--- src/rtfx_pkg.sv ---
package rtfx_pkg;

	localparam int unsigned STORE_WORDS = 4096;
	localparam int unsigned ADDR_W      = $clog2(STORE_WORDS);
	localparam logic [31:0] STORE_LIMIT = 32'(STORE_WORDS);

	localparam int unsigned WORD_W  = 32;
	localparam int unsigned INDEX_W = 12;
	localparam int unsigned OFFS_W  = 30;

	typedef enum logic [1:0] {
		OP_WRITE = 2'd0,
		OP_RELOC = 2'd1,
		OP_READ  = 2'd2,
		OP_NONE  = 2'd3
	} op_t;

	// Token type, taken from the top two bits of a token's first byte.
	typedef enum logic [1:0] {
		TOK_PAD  = 2'b00,
		TOK_ONE  = 2'b01,
		TOK_TWO  = 2'b10,
		TOK_FOUR = 2'b11
	} tok_t;

	localparam logic [1:0] LEFT_TWO  = 2'd1;
	localparam logic [1:0] LEFT_FOUR = 2'd3;

	// Request handed from the token parser to the store stage.
	typedef struct packed {
		logic                rd;        // store read issued
		logic                wr;        // plain word write
		logic                reloc;     // relocate the word read
		logic                rng_err;   // completed token left the store
		logic                show_idx;  // result carries an index
		logic [INDEX_W-1:0]  idx;
		logic [ADDR_W-1:0]   addr;
		logic [WORD_W-1:0]   data;
	} rtfx_req_t;

endpackage

--- src/rtfx_parse.sv ---
module rtfx_parse import rtfx_pkg::*; (
	input  logic                     clk,
	input  logic                     arst_n,
	input  logic                     take,
	input  logic [1:0]               op,
	input  logic [INDEX_W-1:0]       word_index,
	input  logic signed [WORD_W-1:0] word_data,
	input  logic [7:0]               reloc_byte,
	input  logic                     last,
	output rtfx_req_t                req
);

	logic [WORD_W-1:0] cursor_q, cursor_n;
	logic [OFFS_W-1:0] pend_q, pend_n;
	logic [1:0]        left_q, left_n;

	logic [WORD_W-1:0] idx_ext;
	logic              idx_ok;
	logic [OFFS_W-1:0] pend_shift;
	logic [1:0]        left_dec;
	logic              fin;
	logic [OFFS_W-1:0] offs;
	logic [WORD_W-1:0] cur_sum;

	assign idx_ext    = WORD_W'(word_index);
	assign idx_ok     = idx_ext < STORE_LIMIT;
	assign pend_shift = {pend_q[OFFS_W-9:0], reloc_byte};
	assign left_dec   = left_q - 2'd1;

	always_comb begin
		fin = 1'b0;
		offs = '0;
		pend_n = pend_q;
		left_n = left_q;
		if (left_q != 2'd0) begin
			left_n = left_dec;
			if (left_dec == 2'd0) begin
				fin = 1'b1;
				offs = pend_shift;
				pend_n = '0;
			end else begin
				pend_n = pend_shift;
			end
		end else begin
			unique case (tok_t'(reloc_byte[7:6]))
				TOK_ONE: begin
					fin = 1'b1;
					offs = OFFS_W'(reloc_byte[5:0]);
				end
				TOK_TWO: begin
					pend_n = OFFS_W'(reloc_byte[5:0]);
					left_n = LEFT_TWO;
				end
				TOK_FOUR: begin
					pend_n = OFFS_W'(reloc_byte[5:0]);
					left_n = LEFT_FOUR;
				end
				TOK_PAD: begin
				end
				default: begin
				end
			endcase
		end
	end

	assign cur_sum = cursor_q + WORD_W'(offs);

	always_comb begin
		req = '0;
		req.data = $unsigned(word_data);
		unique case (op_t'(op))
			OP_WRITE: begin
				req.wr = idx_ok;
				req.addr = idx_ext[ADDR_W-1:0];
			end
			OP_READ: begin
				req.rd = idx_ok;
				req.show_idx = 1'b1;
				req.idx = word_index;
				req.addr = idx_ext[ADDR_W-1:0];
			end
			OP_RELOC: begin
				if (fin) begin
					if (cur_sum >= STORE_LIMIT) begin
						req.rng_err = 1'b1;
					end else begin
						req.rd = 1'b1;
						req.reloc = 1'b1;
						req.show_idx = 1'b1;
						req.idx = cur_sum[INDEX_W-1:0];
						req.addr = cur_sum[ADDR_W-1:0];
					end
				end
			end
			OP_NONE: begin
			end
			default: begin
			end
		endcase
	end

	always_ff @(posedge clk or negedge arst_n) begin
		if (!arst_n) begin
			cursor_q <= '0;
			pend_q <= '0;
			left_q <= '0;
		end else if (take && op_t'(op) == OP_RELOC) begin
			if (last) begin
				// The chunk ends here: any unfinished token is dropped.
				cursor_q <= '0;
				pend_q <= '0;
				left_q <= '0;
			end else begin
				cursor_q <= fin ? cur_sum : cursor_q;
				pend_q <= pend_n;
				left_q <= left_n;
			end
		end
	end

endmodule
--- config.mk ---
export PLATFORM = sky130hd
export DESIGN_NAME = rtfx_parse
export DESIGN_NICKNAME = d
export VERILOG_FILES = /design/src/rtfx_pkg.sv /design/src/rtfx_parse.sv
export SDC_FILE = /design/constraint.sdc
export NUM_CORES = 1
export LEC_CHECK = 0
export BUFFER_PORTS_ARGS = -buffer_cell sky130_fd_sc_hd__clkbuf_2
export CAP_MARGIN = 30
export CORE_MARGIN = 5
export CORE_UTILIZATION = 56
export DETAILED_ROUTE_END_ITERATION = 6
export GPL_ROUTABILITY_DRIVEN = 0
export HOLD_SLACK_MARGIN = 0.08
export PLACE_DENSITY = 0.83
export SYNTH_ARGS = -nofsm -noshare
export SYNTH_HDL_FRONTEND = slang
export SYNTH_SLANG_ARGS = --single-unit
--- constraint.sdc ---
create_clock -name clk -period 4.7 [get_ports clk]
set_input_delay 0.47 -clock clk [delete_from_list [all_inputs] [get_ports clk]]
set_output_delay 0.47 -clock clk [all_outputs]
set_load 0.01 [all_outputs]
* Yosys cells after proc, flatten, opt, wreduce, memory -nomap -nowiden *
Cells that the tools add are included.

word-level totals
  output and inout bits = 61
  bits in latches = 0
  memories kept = 0
  flip-flop bits (word level) = 56
  bits in read-only memories = 0
  logic and storage cells = 49
  memory bits (writable) = 0

cells by class
  mux-type cells = 25
  $lt $le $gt $ge = 2
  equality and inequality tests = 5
  bitwise operators = 0
  multipliers = 0
  shifts and indexed selects = 0
  reduce and logical (&&, ||, !) cells = 12
  add/sub/neg operators = 2
  divide/modulo/power cells = 0

operator list
  kind                                                                            count
  22-bit 2-to-1 mux                                                               4
  32-bit 2-to-1 mux                                                               2
  30-bit 2-to-1 mux                                                               2
  32-bit by 30-bit adder with 32-bit output                                       1
  32-bit by 13-bit >= comparator with 1-bit output, second input constant         1
  27-bit 2-to-1 mux                                                               1
  13-bit one-hot mux with 2 select lines                                          1
  25-bit 2-to-1 mux                                                               1
  12-bit one-hot mux with 2 select lines                                          1
  12-bit by 13-bit less-than comparator with 1-bit output, second input constant  1
  1-bit 2-to-1 mux                                                                7
  2-bit == test, second input constant                                            3
  2-bit 2-to-1 mux                                                                3
  6-bit 2-to-1 mux                                                                1
  2-bit AND reduction                                                             3
  2-bit by 1-bit == test with 1-bit output, second input constant                 2
  2-bit logical NOT                                                               2
  2-bit one-hot mux with 2 select lines                                           1
  2-bit nonzero test                                                              2
  4-bit nonzero test                                                              1
  2-bit OR reduction                                                              2
  3-bit nonzero test                                                              1
  1-bit one-hot mux with 2 select lines                                           1
  2-bit by 1-bit subtractor with 2-bit output, second input constant              1
  1-bit logical AND                                                               1

* Logic depth before layout (Yosys ltp) *
Gate-level depths: netlist (run 1).

  depth in word-level cells = 9
  mapped depth = 16

* Worst setup path before layout (run 1) *
OpenSTA, ideal clock, no wires.

  path kind = input to output
  start point = input reloc_byte[7]
  end point = output req[35] (netlist name)
  buffers on the path = 1
  cell stages on the path = 16
  data arrival time = 3.921 ns
  path slack = 0.309 ns
  cell sequence = inv_1 a21oi_1 nor2_1 and2_1 ha_1 fa_1 a21o_1 a221o_2 and3_4 or4_4 a22oi_2 nand4_1 nor4_2 nand3_2 buf_6 o31ai_2

RTL lines
  item         RTL line          source
  from (decl)  rtfx_parse.sv:8   input logic [7:0] reloc_byte,
  to (decl)    rtfx_parse.sv:10  output rtfx_req_t req

==> key figures, run 1 <==
Logic synthesis
  – Post-synth ARST share: 100.0%
  – Seq cells post-synth: 56
  – Most instantiated cells after synthesis: nand2_1 (86), dfrtp_1 (56), o21ai_0 (50)
  – Most frequent cell after synthesis: nand2_1
  – Synth top area share: 27.35%
  – Yosys warnings: 0
  – Synth area leader: dfrtp_1
  – Avg Cell Area, Syn: 8.056 µm²
  – Post-synthesis sequential area ratio: approximately 27%
  – Top cells by area, synth: dfrtp_1 (27%), ha_1 (8.3%), nand2_1 (6.3%)
  – Post-synthesis cell count: 636
  – Distinct cells, synth: 69
  – Synth Flop Type: dfrtp_1
  – Syn Nets: 729
  – EDFF count, synth: 0
  – Synth Cell Area: 0.005124 mm²

Run status
  – Failing checks: negative setup slack
  – Status: finished with violations

Place
  – Post-DP Area: 0.005341 mm²
  – # port buffers: 54
  – Worst slack, placed: -0.3648 ns
  – Post-DP HPWL: 11310 µm
  – DP Cell Count: 760

Timing
  – Pins over their slew limit: 0
  – Actual slew at the worst max-slew pin: 0.9136 ns
  – Final Critical Period: 4.887 ns
  – Period Utilization, post-route: 104.0%
  – Final clock skew: 0.01139 ns
  – Rel. slew slack: between 30% and 40%
  – Unrepaired setup endpoints after global routing: true
  – Final TNS setup: -3.108 ns
  – Final setup viols: 28
  – Final WS setup: -0.1873 ns
  – Final Hold Viols: 0
  – FMAX: around 200 MHz

Floorplan
  – Rows: 35
  – Die Wd: 105.7 µm
  – Io pins: 119
  – Core Area: between 0.009 and 0.01 mm²
  – Die height: roughly 110 µm
  – Initial core utilization: a little under three fifths
  – Die area: 0.01116 mm²

Worst setup path
  – End of the critical path: req[43]
  – Nature of the critical path endpoint: primary output
  – Worst Setup Path Type: reg -> out
  – CP arrival: 4.42 ns
  – R2R Setup Slk: roughly 1.3 ns
  – Max Fanout on Critical Path: 7
  – Reg2reg end: cursor_q[28]
  – Critical path origin: left_q[0]
  – Worst path required time: 4.23 ns
  – Worst Setup Start Kind: flop
  – R2R depth: 13
  – Worst R2R Start: left_q[0]

Global routing
  – Global Route Usage Sum: 27.55%
  – First-pass GRT wire length: 25190 µm
  – Total gr overflow: 0
  – Antenna violations before repair: 0
  – Vias in the first global route: 5169
  – Largest net degree at the start of global routing: 57

Power
  – Pwr/cell area: 270.0 mW/mm²
  – Reg power frac: 34.9%
  – P_int: 0.9507 mW
  – Power share of the combinational group: 47.2%
  – NetSw: approximately 0.65 mW
  – Leak: approximately 2.7 nW
  – VDD IR max: between 600 and 700 µV
  – Sw Ratio: between 40% and 50%
  – Clk pwr share: 18.0%

Final layout
  – Post-layout nets: 761
  – Non-Filler Instances: 780
  – Share of cells above drive strength 1: 23.02%
  – Sequential cell area: between 0.001 and 0.0015 mm²
  – Area of the multi-input gates: between 0.003 and 0.004 mm²
  – Layout area overhead: 15.70%
  – Fillers: a little over 700
  – Final Util: about two thirds
  – ANT cells: 0
  – Post-route cell area: 0.005928 mm²

CTS
  – Longest Clk Path Bufs: 2
  – Sink Count: 56
  – Clock slew at reported path FFs: 0.11 ns
  – CTS root buffer: clkbuf_8
  – CTS buffer count: 5
  – CTS tree: yes
  – H-tree level count: 2
  – Worst-Skew Late Latency: 0.32 ns

Run
  – MaxCap Viol Count: 0

Route
  – Final wirelength: around 15000 µm
  – Total number of vias: 5262
  – Drt initial violations: about 360
  – DRC: 0
  – ANT nets after route: 0
  – Routed WL per cell: 19.80 µm
  – Vias per cell: 6.746
  – DRT Pass-1 Iters: 6

Min path
  – Hold WC Path Type: in -> async
[kinds of logic after synthesis]
group | after synthesis | share of synthesized area, %
XOR/XNOR | 14 | 2.393
flip-flops | 56 | 27.35
buffers and inverters | 81 | 8.669
AO/OA/AOI/OAI | 215 | 28.89
adder cells (fa/ha/maj) | 35 | 8.694
AND/OR/NAND/NOR | 231 | 23.20
multiplexers | 4 | 0.8059
[power by group through the flow]
stage | registers, mW | clock network [mW] | logic [mW]
6_report | 0.558 | 0.288 | 0.755
5_1_grt | 0.562 | 0.311 | 0.806
4_1_cts | 0.553 | 0.295 | 0.703
3_5_place_dp | 0.561 | 0 | 0.546
3_3_place_gp | 0.558 | 0 | 0.520
2_1_floorplan | 0.552 | 0 | 0.374
[critical path, stage by stage, from the launching register on]
cell     delay [ns]
dfrtp_1        0.41
buf_6          0.13
a21oi_4        0.13
nor2_4         0.07
and2_4         0.14
ha_4           0.15
fa_2           0.34
a21o_1         0.18
a221o_2        0.40
a31o_4         0.29
or4_4          0.43
nand3_4        0.09
nand4_1        0.20
nor4_4         0.40
nand3_4        0.18
buf_12         0.19
o31ai_4        0.18
buf_2          0.18
[metal layers]
metal	global-route usage, %	part of all wire (%)	routed length [µm]	up-vias
li1	-	-	-	2386
met1	34.26	40	6169	2473
met2	44.72	46	7045	321
met3	5.389	8.3	1280	82
met4	15.36	6.1	946	0
met5	0	0	0	-
[cells in the final DEF (no fill, tap or decap), types with 11 or more instances in the layout]
| cell | netlist | layout |
|---|---|---|
| o21ai_1 | 13 | 15 |
| inv_1 | 17 | 17 |
| a21oi_1 | 33 | 30 |
| and2_1 | 37 | 34 |
| nand3_1 | 15 | 14 |
| dfrtp_1 | 56 | 56 |
| buf_4 | 33 | 30 |
| clkbuf_2 | 0 | 26 |
| nand2_1 | 86 | 86 |
| ha_1 | 34 | 30 |
| a21o_1 | 11 | 11 |
| nor2_1 | 29 | 27 |
| buf_2 | 1 | 24 |
| a22o_1 | 24 | 23 |
| o21ai_0 | 50 | 44 |
[metrics by stage]
step / power (mW) / hold WS (ns)
detailed placement: 1.107 / 0.4805
global placement: 1.078 / 0.4664
finish: 1.600 / 0.2686
CTS: 1.550 / 0.3066
global route: 1.679 / 0.3348
floorplan: 0.9256 / 0.1744
[registers in the layout (all words and copies together) (netlist names)]
register / cells
cursor_q: 32
left_q: 2
pend_q: 22
[worst min path at each step]
stage	from	slack (ns)	endpoint
floorplan	arst_n	0.17	cursor_q[0]
global placement	cursor_q[2]	0.47	cursor_q[2]
detailed placement	cursor_q[3]	0.48	cursor_q[3]
CTS	arst_n	0.31	cursor_q[10]
global route	arst_n	0.33	cursor_q[15]
finish	arst_n	0.27	cursor_q[15]
[cell type report]
| type | instances | share of cell area, % |
|---|---|---|
| clock buffers | 5 | 1.161 |
| clock inverters | 3 | 0.4432 |
| inverters | 17 | 1.076 |
| multi-input cells | 499 | 61.19 |
| flip-flops and latches | 56 | 23.64 |
| well taps | 111 | 2.343 |
| repair buffers | 89 | 10.15 |
[repair_timing]
| action | in CTS | in global routing |
|---|---|---|
| cloned | 1 | 0 |
| buffers inserted | 7 | 5 |
| resized for setup | 36 | 66 |
| pin swaps | 24 | 17 |
| endpoints found under the hold margin | 0 | 0 |
| hold buffers | 0 | 0 |
| endpoints found under the setup margin | 28 | 28 |
(Power assumes the default switching activity.)
==> inputs of run 2 (changes only) <==
REMOVE_ABC_BUFFERS = 1   (was default)
==> run 2 against run 1 <==
The run still ends with negative setup slack left. Sequential cell count is the same. Hold slack lost 0.018 ns. Register-to-register slack worse by 0.07 ns. Combinational power increased by 4.1%. Largest power group unchanged. Highest routed layer unchanged.
==> key figures, run 2 (synthesized netlist as in run 1, its figures left out) <==
Final layout
  – Fillers: 652
  – Max FFs per register: 32
  – Area of the multi-input gates: 0.003745 mm²
  – Share of cells above drive strength 1: between 20% and 30%
  – Sequential cell area: 0.001403 mm²
  – Largest regs: cursor_q (32), pend_q (22), left_q (2)
  – Most flops, register: cursor_q
  – Non-Filler Instances: 793
  – Post-layout nets: 774
  – Final Util: between 60% and 70%
  – Most frequent cells in the layout: nand2_1 (86), dfrtp_1 (55), o21ai_0 (43), buf_4 (43), and2_1 (35)
  – Post-route cell area: 0.006141 mm²
  – Most common cell after layout, fill and taps aside: nand2_1
  – Layout area overhead: 19.85%
  – ANT cells: 0

Power
  – Power share of the combinational group: 46.6%
  – Pwr/cell area: 274.4 mW/mm²
  – Reg power frac: 33.0%
  – Clk pwr share: 20.4%
  – Leak: around 2.8 nW
  – Sw Ratio: about 40%
  – NetSw: 0.6718 mW
  – P_int: 1.013 mW
  – VDD IR max: 352.6 µV

Route
  – Final wirelength: 18210 µm
  – ANT nets after route: 0
  – Drt initial violations: 436
  – Routed WL per cell: 22.96 µm
  – Total number of vias: 5632
  – DRC: 0
  – DRT Pass-1 Iters: 7
  – Vias per cell: 7.102

Min path
  – Hold WC Path Type: in -> async

Worst setup path
  – CP arrival: 4.47 ns
  – Worst path required time: around 4.2 ns
  – Critical path origin: left_q[0]
  – Max Fanout on Critical Path: 6
  – Worst Setup Start Kind: flop
  – Nature of the critical path endpoint: primary output
  – R2R depth: 15
  – Worst Setup Path Type: reg -> out
  – Worst R2R Start: left_q[0]

Place
  – Post-DP HPWL: roughly 12000 µm
  – # port buffers: 54
  – Post-DP Area: 0.005379 mm²
  – DP Cell Count: 765

Timing
  – Final Hold Viols: 0
  – Final setup viols: 28
  – Final hold slack: 0.2509 ns
  – Pins over their slew limit: 0
  – Unrepaired setup endpoints after global routing: true
  – Period Utilization, post-route: 105.1%
  – Actual slew at the worst max-slew pin: 0.8905 ns
  – FMAX: 202.4 MHz
  – Final clock skew: 0.009386 ns
  – Final WS setup: -0.2405 ns
  – Final TNS setup: -4.722 ns
  – Final Critical Period: 4.941 ns
  – Rel. slew slack: 40.42%

Floorplan
  – Io pins: 119
  – Die area: 0.01116 mm²
  – Core Area: 0.009065 mm²
  – Rows: 35
  – Die Wd: around 110 µm
  – Die height: 105.7 µm
  – Initial core utilization: 56.52%

CTS
  – CTS root buffer: clkbuf_8
  – Longest Clk Path Bufs: 2
  – H-tree level count: 2
  – Worst-Skew Late Latency: 0.33 ns
  – CTS buffer count: 5
  – CTS tree: yes
  – CTS hold repair buffers: 0
  – Clock slew at reported path FFs: 0.11 ns
  – Sink Count: 56

Global routing
  – Global Route Usage Sum: 30.10%
  – Largest net degree at the start of global routing: 57
  – Antenna violations before repair: 0
  – Total gr overflow: 0
  – Vias in the first global route: 5303
  – First-pass GRT wire length: around 27000 µm

Run
  – MaxCap Viol Count: 0

Run status
  – Failing checks: negative setup slack
  – Status: finished with violations
==> run 2: cell count changes in the layout (fill, tap and decap cells not counted), sizes merged <==
cell      previous run  this run
buf                 63        70
clkbuf              31        36
clkinvlp             2         0
bufinv               0         1
clkinv               0         1
nor2b                4         5
==> run 2: power groups by stage <==
stage | logic, mW | registers, mW | clock network, mW
5_1_grt | 0.831 | 0.560 | 0.367
2_1_floorplan | 0.314 | 0.552 | 0
3_3_place_gp | 0.523 | 0.556 | 0
6_report | 0.786 | 0.556 | 0.344
3_5_place_dp | 0.547 | 0.557 | 0
4_1_cts | 0.709 | 0.549 | 0.342
==> run 2: metal layers <==
layer	vias to the layer above	wire, µm	track usage (%)	part of all wire, %
met3	119	2186	8.818	12
met1	2632	6636	36.79	36
met5	-	0	3.810	0
met2	490	8005	46.04	44
met4	0	1376	18.87	7.6
li1	2391	-	-	-
==> run 2: area by class of cell <==
cell class	count	share of cell area [%]
Inverter	17	1.039
Sequential cell	56	22.84
Multi-Input combinational cell	500	60.98
Tap cell	111	2.262
Timing Repair Buffer	101	11.00
Clock buffer	5	1.121
Clock inverter	3	0.7539
==> run 2: critical path, cell delays in order, from the launching register on <==
cell	delay (ns)
dfrtp_1	0.38
buf_4	0.13
nor2b_4	0.22
buf_4	0.15
and2_1	0.22
ha_2	0.35
a21oi_2	0.20
o21ai_1	0.21
and3_4	0.28
or4_4	0.52
a22oi_2	0.14
nand4_1	0.20
nor4_4	0.40
nand3_4	0.19
buf_16	0.20
o31ai_2	0.17
buf_2	0.18
==> run 2: per-stage QoR <==
step	setup slack, ns	power (mW)
3_5_place_dp	-0.1604	1.104
3_3_place_gp	0.02610	1.079
6_report	-0.2405	1.685
4_1_cts	-0.1330	1.600
2_1_floorplan	0.2089	0.8652
5_1_grt	-0.3413	1.758
==> run 2: path summary, 6_finish.rpt <==
path                                end  slack, ns
max in group asynchronous     left_q[1]       3.87
hold / removal             cursor_q[21]       0.25
setup reg to reg           cursor_q[25]       1.23
hold reg to reg             cursor_q[6]       0.50
setup / recovery                req[37]      -0.24
min in group clk              pend_q[2]       0.40
==> run 2: timing repair <==
action	4_1_cts	5_1_grt
buffers inserted	7	12
resized for setup	44	77
pin swaps	29	22
gates cloned	1	1
endpoints found under the setup margin	28	28
